[config.mk]
export PLATFORM = sky130hd
export DESIGN_NAME = polygon_convexity_check
export DESIGN_NICKNAME = d
export VERILOG_FILES = /design/src/rtl/pcc_pkg.sv /design/src/rtl/pcc_turn.sv /design/src/rtl/polygon_convexity_check.sv
export SDC_FILE = /design/constraint.sdc
export NUM_CORES = 2
export LEC_CHECK = 0
export BUFFER_PORTS_ARGS = -buffer_cell sky130_fd_sc_hd__buf_2
export CAP_MARGIN = 15
export CORE_ASPECT_RATIO = 0.75
export CORE_MARGIN = 5
export CORE_UTILIZATION = 45
export CTS_CLUSTER_DIAMETER = 60
export CTS_CLUSTER_SIZE = 16
export DETAILED_ROUTE_END_ITERATION = 8
export MAX_ROUTING_LAYER = met4
export PLACE_DENSITY = 0.62
export SLEW_MARGIN = 5
export SYNTH_ARGS = -nofsm -noshare
export SYNTH_HDL_FRONTEND = slang
export SYNTH_SLANG_ARGS = --single-unit
[constraint.sdc]
create_clock -name clk_i -period 13.3 [get_ports clk_i]
set_input_delay 1.33 -clock clk_i [delete_from_list [all_inputs] [get_ports clk_i]]
set_output_delay 1.33 -clock clk_i [all_outputs]
set_load 0.03 [all_outputs]
[src/rtl/pcc_pkg.sv]
// Types and constants for the polygon convexity check.
package pcc_pkg;

  typedef enum logic [2:0] {
    SEEN_NONE = 3'b001,
    SEEN_ONE  = 3'b010,
    SEEN_MANY = 3'b100
  } seen_e;

  typedef struct packed {
    logic cw;
    logic x_flip;
    logic y_flip;
  } turn_t;

  localparam logic [1:0] FLIP_MAX   = 2'd3;
  localparam logic [2:0] FLIP_LIMIT = 3'd2;

endpackage

[src/rtl/pcc_turn.sv]
// One turn test between two consecutive edges: clockwise flag and sign flips.
module pcc_turn
  import pcc_pkg::*;
#(
  parameter int EDGE_BITS = 17
) (
  input  logic signed [EDGE_BITS-1:0] ax_i,
  input  logic signed [EDGE_BITS-1:0] ay_i,
  input  logic signed [EDGE_BITS-1:0] bx_i,
  input  logic signed [EDGE_BITS-1:0] by_i,
  output turn_t                       turn_o
);

  logic signed [2*EDGE_BITS-1:0] prod_ab;
  logic signed [2*EDGE_BITS-1:0] prod_ba;

  assign prod_ab = ax_i * by_i;
  assign prod_ba = ay_i * bx_i;

  assign turn_o.cw     = prod_ab < prod_ba;
  assign turn_o.x_flip = ax_i[EDGE_BITS-1] ^ bx_i[EDGE_BITS-1];
  assign turn_o.y_flip = ay_i[EDGE_BITS-1] ^ by_i[EDGE_BITS-1];

endmodule

[src/rtl/polygon_convexity_check.sv]
// Polygon convexity check: streams vertices, reports convexity on the last vertex.
// Path: a final vertex passes the input register, then the output register.
// Throughput: one vertex per cycle while no final vertex waits behind an
// unaccepted result; edge and three cross products use the input register.
// Reset: asynchronous, active low; clears both stages and starts a new polygon.
module polygon_convexity_check
  import pcc_pkg::*;
#(
  parameter int COORD_BITS = 16
) (
  input  logic                                  clk_i,
  input  logic                                  rst_ni,
  input  logic                                  s_axis_tvalid_i,
  output logic                                  s_axis_tready_o,
  // vx, vy, zero pad
  input  logic [((2*COORD_BITS+7)/8)*8-1:0]     s_axis_tdata_i,
  // final_vertex
  input  logic                                  s_axis_tlast_i,
  output logic                                  m_axis_tvalid_o,
  input  logic                                  m_axis_tready_i,
  // convex, too_short, zero pad
  output logic [7:0]                            m_axis_tdata_o
);

  localparam int EdgeW = COORD_BITS + 1;

  // input register
  logic                         in_valid_q, in_valid_d;
  logic signed [COORD_BITS-1:0] vx_q, vy_q;
  logic                         in_last_q;

  // polygon state
  seen_e                        seen_q, seen_d;
  logic [1:0]                   x_flips_q, x_flips_d, y_flips_q, y_flips_d;
  logic                         failed_q, failed_d;
  logic signed [COORD_BITS-1:0] start_x_q, start_y_q, last_x_q, last_y_q;
  logic signed [EdgeW-1:0]      start_ex_q, start_ey_q, last_ex_q, last_ey_q;

  // output register
  logic                         out_valid_q, out_valid_d;
  logic                         convex_q, too_short_q;

  logic                         s_fire, out_free, advance;
  logic signed [EdgeW-1:0]      edge_x, edge_y, close_x, close_y;
  turn_t                        turn_new, turn_close, turn_wrap;
  logic [2:0]                   x_step, y_step, x_all, y_all;
  logic                         enough, convex_d;

  assign s_fire   = s_axis_tvalid_i && s_axis_tready_o;
  assign out_free = !out_valid_q || m_axis_tready_i;
  assign advance  = in_valid_q && (!in_last_q || out_free);
  assign s_axis_tready_o = !in_valid_q || advance;

  assign edge_x  = EdgeW'(vx_q) - EdgeW'(last_x_q);
  assign edge_y  = EdgeW'(vy_q) - EdgeW'(last_y_q);
  assign close_x = EdgeW'(start_x_q) - EdgeW'(vx_q);
  assign close_y = EdgeW'(start_y_q) - EdgeW'(vy_q);

  pcc_turn #(.EDGE_BITS(EdgeW)) u_turn_new (
    .ax_i(last_ex_q), .ay_i(last_ey_q), .bx_i(edge_x), .by_i(edge_y), .turn_o(turn_new)
  );

  pcc_turn #(.EDGE_BITS(EdgeW)) u_turn_close (
    .ax_i(edge_x), .ay_i(edge_y), .bx_i(close_x), .by_i(close_y), .turn_o(turn_close)
  );

  pcc_turn #(.EDGE_BITS(EdgeW)) u_turn_wrap (
    .ax_i(close_x), .ay_i(close_y), .bx_i(start_ex_q), .by_i(start_ey_q),
    .turn_o(turn_wrap)
  );

  assign enough = (seen_q == SEEN_MANY);
  assign x_step = {1'b0, x_flips_q} + {2'b00, turn_new.x_flip};
  assign y_step = {1'b0, y_flips_q} + {2'b00, turn_new.y_flip};
  assign x_all  = x_step + {2'b00, turn_close.x_flip} + {2'b00, turn_wrap.x_flip};
  assign y_all  = y_step + {2'b00, turn_close.y_flip} + {2'b00, turn_wrap.y_flip};
  assign convex_d = enough && !(failed_q || turn_new.cw || turn_close.cw || turn_wrap.cw)
                    && (x_all <= FLIP_LIMIT) && (y_all <= FLIP_LIMIT);

  always_comb begin
    seen_d    = seen_q;
    x_flips_d = x_flips_q;
    y_flips_d = y_flips_q;
    failed_d  = failed_q;
    if (advance) begin
      unique case (seen_q)
        SEEN_NONE: seen_d = SEEN_ONE;
        SEEN_ONE:  seen_d = SEEN_MANY;
        SEEN_MANY: begin
          x_flips_d = (x_step > {1'b0, FLIP_MAX}) ? FLIP_MAX : x_step[1:0];
          y_flips_d = (y_step > {1'b0, FLIP_MAX}) ? FLIP_MAX : y_step[1:0];
          failed_d  = failed_q || turn_new.cw;
        end
        default: seen_d = SEEN_NONE;
      endcase
      if (in_last_q) begin
        seen_d    = SEEN_NONE;
        x_flips_d = '0;
        y_flips_d = '0;
        failed_d  = 1'b0;
      end
    end
  end

  always_comb begin
    in_valid_d = in_valid_q;
    if (s_fire) begin
      in_valid_d = 1'b1;
    end else if (advance) begin
      in_valid_d = 1'b0;
    end
    out_valid_d = out_valid_q;
    if (advance && in_last_q) begin
      out_valid_d = 1'b1;
    end else if (m_axis_tready_i) begin
      out_valid_d = 1'b0;
    end
  end

  always_ff @(posedge clk_i or negedge rst_ni) begin
    if (!rst_ni) begin
      in_valid_q  <= 1'b0;
      out_valid_q <= 1'b0;
      seen_q      <= SEEN_NONE;
      x_flips_q   <= '0;
      y_flips_q   <= '0;
      failed_q    <= 1'b0;
    end else begin
      in_valid_q  <= in_valid_d;
      out_valid_q <= out_valid_d;
      seen_q      <= seen_d;
      x_flips_q   <= x_flips_d;
      y_flips_q   <= y_flips_d;
      failed_q    <= failed_d;
    end
  end

  always_ff @(posedge clk_i) begin
    if (s_fire) begin
      vx_q      <= s_axis_tdata_i[COORD_BITS-1:0];
      vy_q      <= s_axis_tdata_i[2*COORD_BITS-1:COORD_BITS];
      in_last_q <= s_axis_tlast_i;
    end
    if (advance) begin
      last_x_q <= vx_q;
      last_y_q <= vy_q;
      if (seen_q == SEEN_NONE) begin
        start_x_q <= vx_q;
        start_y_q <= vy_q;
      end
      if (seen_q == SEEN_ONE) begin
        start_ex_q <= edge_x;
        start_ey_q <= edge_y;
      end
      if (seen_q != SEEN_NONE) begin
        last_ex_q <= edge_x;
        last_ey_q <= edge_y;
      end
      if (in_last_q) begin
        convex_q    <= convex_d;
        too_short_q <= !enough;
      end
    end
  end

  assign m_axis_tvalid_o = out_valid_q;
  assign m_axis_tdata_o  = {6'b0, too_short_q, convex_q};

endmodule

# Yosys cells after proc, flatten, opt, wreduce, memory -nomap -nowiden
# Cells that the tools add are included.
# totals
out_inout_bits	10
inputBits	37
elab_cells	93
ff_bits	177
# classes
muxes	14
n_eq_ne	5
multipliers	6
n_lt_le_gt_ge	7
reduce_logical	26
n_addsub	10
n_bitwise	6
# op_table
operator	count
$mul 17x17->34	6
$lt 34x34->1	3
$sub 16x16->17	4
$add 3x1->3	4
$mux 2	6
$reduce_and 2->1	6
$pmux 3 s3	1
$add 2x1->3	2
$gt 3x2->1 const B	2
$le 3x2->1 const B	2
$logic_and 1x1->1	6
$logic_or 1x1->1	6
$mux 1	6
$reduce_bool 2->1	3
$xor 1x1->1	6
$logic_not 1->1	5
$eq 3x1->1 const B	1
$eq 3x2->1 const B	1
$eq 3x3->1 const B	1
$mux 3	1
$ne 3x1->1 const B	1
$ne 2x2->1 const B	1

# Depth between registers and ports, before layout
# depth
depth_word	10
depth_mapped	46
depth_no_buf	44

# Modules after synthesis
# A second synthesis with hierarchy kept.
# hier_totals
hier_cells	8241
area_unflattened_um2	77098.9
# by_module_without_submodules
mod	seq_area_each_um2	n_inst	area_per_inst_um2	cells_each
pcc_turn (u_turn_close)	0.0	1	22808.1	2529
pcc_turn (u_turn_new)	0.0	1	22576.7	2469
pcc_turn (u_turn_wrap)	0.0	1	22552.9	2494
polygon_convexity_check	5266.3	1	9161.3	749

# Least setup slack after synthesis
# Ideal clock, no wire load.
# synth_timing
path_kind	register -> register
from	register vx_q[0]
to	register convex_q (data pin)
setup_slack_ps	4003
synth_period_minus_slack_ps	9297
setup_ps	268
path_stages_with_launch	43
n_path_buf	1
t_required_ps	13032
t_arrival_ps	9029
cell_sequence	edfxtp_1 -> ha_1 -> fa_1 -> nor2b_1 -> o21ai_1 -> a21boi_1 -> o211ai_2 -> a21oi_1 -> nor3_1 -> o21bai_1 -> xor2_1 -> clkbuf_1 -> nand2_1 -> fa_1 -> inv_1 -> fa_1 -> inv_1 -> fa_1 -> [... 7 more ...] -> a21oi_1 -> nand2_1 -> a31oi_1 -> o21ai_1 -> and2_1 -> a211oi_1 -> o21ai_0 -> xor2_1 -> ha_1 -> a21o_1 -> a21o_1 -> a21o_1 -> a21o_1 -> a21o_1 -> a31oi_1 -> o31ai_1 -> o211ai_1 -> a311oi_1
# synth_via
elab_chain_cells	10
elab_cells_between_ends	23
cone_classes	5 x add/sub; 4 x mul; 4 x order compare; 3 x bitwise; 7 x reduce/logical
# synth_rtl
item	line	text
start: declaration	polygon_convexity_check.sv:29	logic signed [COORD_BITS-1:0] vx_q, vy_q;
start signal: assignment	polygon_convexity_check.sv:140	vx_q <= s_axis_tdata_i[COORD_BITS-1:0];
$sub 16x16->17	polygon_convexity_check.sv:54	assign edge_x = EdgeW'(vx_q) - EdgeW'(last_x_q);
$mul 17x17->34	pcc_turn.sv:18	assign prod_ba = ay_i * bx_i;
$lt 34x34->1	pcc_turn.sv:20	assign turn_o.cw = prod_ab < prod_ba;
$logic_or 1x1->1 (3 in series)	polygon_convexity_check.sv:77	assign convex_d = enough && !(failed_q || turn_new.cw || turn_close.cw || turn_wrap.cw)
$logic_not 1->1	polygon_convexity_check.sv:77	
$logic_and 1x1->1	polygon_convexity_check.sv:77	
$logic_and 1x1->1 * (2 in series)	polygon_convexity_check.sv:78	&& (x_all <= FLIP_LIMIT) && (y_all <= FLIP_LIMIT);
via convex_d	polygon_convexity_check.sv:47	logic enough, convex_d;
end signal: assignment	polygon_convexity_check.sv:160	convex_q <= convex_d;
end: declaration	polygon_convexity_check.sv:41	logic convex_q, too_short_q;
# Mark *: on every way through the listed nets, which the timed path passes. The rest lies on a longest branch.
# A chain may end at the register's enable or synchronous reset.

# Worst setup path in the final report
# Same ends and word-level chain as after synthesis.

==> impl_metrics.ini <==
[outcome]
status = finished, final reports clean

[floorplan]
die_x_um = 483
die-area_mm2 = 0.176
core_area_mm2 = 0.167
start_util = 0.452
io_pins = 47
dieHeight_um = 365
rows = 130

[sta]
finalMaxSlewViolations = 0
fin_tns_setup_ns = 0
tightest_slew_ns = 1.12
post-route-min-period_ns = 12.58
final-setup-viol-count = 0
skew_ns = 0.0285
fin_ws_ns = 0.715
maxSlewHeadroom = 0.248
hold_viol = 0
fin_crit_sh = 0.946
rsz0062_at_grt = no
max_freq_mhz = 79.5

[critical_path]
cpPeakStageDelay_ns = 0.88
end_kind = flip-flop
r2r_slack_ns = 0.72
cp.arrival_ns = 12.95
cp-start-kind = flip-flop
crit_slowest_cell = nor4b_1
crit_buf_inv = 6
cp_common_cell = fa_1
critical_path_class = flip-flop to flip-flop
required_ns = 13.67
cp_max_fo = 23
critPathTopFamily = compound AO/OA/AOI/OAI gates

[place]
place.gp.congestion = 0.946
dpl.hpwl_mm = 172
post_dp_cell_area_mm2 = 0.0786
dpl_worst_slack_ns = 1.05
io_buffers = 40

[synthesis]
syn_inst = 8105
synth-edff-count = 167
ys_async_sr_fraction = 0.0565
synth.distinct_cells = 96
yosys_warnings = 0
synth.ff_latch_count = 177
synthFlopType = edfxtp_1
syn_area_mm2 = 0.0755
seq_area_frac_synth = 0.0698
syn-mean-instance-area_um2 = 9.31

[layout]
drive_gt1_frac = 0.0372
stdcell_area_mm2 = 0.0793
multiInputGateArea_mm2 = 0.0620
nNetsFinal = 10497
area_growth_syn_to_layout_pct = 4.99
regArea_mm2 = 0.00527
nFillCells = 15970

[global_route]
grt_max_degree = 37
antenna_found_initial = 9
grt_first_pass_wirelength_mm = 341
grt_overflow = 0
grt_pass1_vias = 58334
track_usage = 0.261

[drt]
dr.pass1.iters = 7
drtIter0Drc = 4590
via_per_inst = 5.31
vias = 54455
ant_nets = 0
wl_per_cell_um = 20.9
wl_mm = 214
drc = 0

[clock_network]
clk_latency_ns = 0.56
clkTransAtPathRegs_ns = 0.10
cts-buffers-inserted = 17
cts_buffer_depth = 2
postCtsHoldBufs = 0
clock-sinks = 177
cts_setup_buffers = 0
cts_root_buffer = clkbuf_16
cts-resized-gates = 0
cts_tree = done
htree_levels = 4

[worst_hold_path]
hold_path.class = flip-flop to flip-flop

[run]
max_cap_violations = 0
synthesized netlist by cell type (10+ instances only):
master    count  area [um2]
nor2_1      355        1330
o21bai_1     30         225
nor2b_1     152         951
or2_2        13        81.3
o21ai_1      21         105
xnor2_1     207        1810
nand3_1      37         185
o21a_1       31         233
edfxtp_1    167        5010
a31oi_1      17         106
a21oi_1     204        1020
o211ai_1     12        90.1
and3_1       18         113
nor3_1       38         190
inv_1      1972        7400
clkbuf_1    251         942
buf_2        16        80.1
and2_1      418        2620
a211o_1      10        87.6
nand2_1    1056        3960
a21o_1      114         856
o31ai_1      16         120
inv_2        10        37.5
ha_1        679        8500
buf_1        15        56.3
o21ai_0      90         450
fa_1       1784       35700
a211oi_1     22         165
nand2b_1     74         463
nand4_1      29         181
xor2_1       76         666
registers in the layout, summed over array words and instances (netlist names), 17 cells and up:
signal and count:
last_ex_q 17, last_ey_q 17, start_ex_q 17, start_ey_q 17
path summary, 6_finish.rpt:
check / start / endpoint / cells after the start
max: vx_q[0] / convex_q / 39
min: vy_q[2] / start_y_q[2] / 0
max reg2reg: vx_q[0] / convex_q / 39
min reg2reg: vy_q[2] / start_y_q[2] / 0
max in group asynchronous: rst_ni / seen_q[0] / 1
min in group asynchronous: rst_ni / in_valid_q / 1
cell families after synthesis:
| family | count (synthesis) | share of synthesized area |
|---|---|---|
| buf+inv | 2281 | 0.114 |
| mux | 7 | 0.000978 |
| compound gates | 664 | 0.0589 |
| fa+ha+maj | 2463 | 0.586 |
| other cells | 1 | 0.0000497 |
| xor+xnor | 285 | 0.0333 |
| flops | 177 | 0.0698 |
| simple gates | 2227 | 0.137 |
per-layer routing:
layer,GRT usage,part of all wire,up-vias
met2,0.375,0.43,2120
li1,-,-,23857
met4,0.0463,0.017,0
met5,-,0,-
met3,0.0570,0.095,193
met1,0.384,0.46,28285
through the flow:
stage	hold WS, ns	util	cells
after floorplan	0.476	-	8110
after global placement	0.488	0.470	10219
after detailed placement	0.512	0.470	10220
after CTS	0.521	0.474	10251
after global routing	0.536	0.474	10253
final	0.524	0.474	10256
cell type report:
cell class	count	area share
repair buffers	158	0.0142
flip-flops and latches	177	0.0665
inverters	1991	0.0943
clock inverters	14	0.00229
multi-input cells	5652	0.782
diodes	3	0.0000947
clock buffers	17	0.00537
well taps	2244	0.0354
worst register-to-register path, delay by kind of cell (launching register included):
kind,cells,cell delay (ns)
AO/OA/AOI/OAI,16,4.27
XOR/XNOR,1,0.16
adder cells (fa/ha/maj),10,4.23
buffers and inverters,6,0.71
flip-flops,1,0.42
multiplexers,1,0.61
AND/OR/NAND/NOR,5,2.01
cell usage in the layout (no fill, tap or decap), drive strengths merged, types with 25 or more instances in the layout:
cell / n
ha: 679
inv: 1988
buf: 158
o21a: 31
fa: 1784
nand4: 29
nor2: 355
and2: 419
edfxtp: 167
xor2: 76
nor3: 38
nand3: 37
xnor2: 209
a21o: 116
nor2b: 152
nand2b: 74
a21oi: 209
nand2: 1056
o21ai: 113
o21bai: 32
a211oi: 25
Power is left out: the tool's default activity adds up to more than one toggle a clock period on the data nets, which glitch-free logic cannot reach.
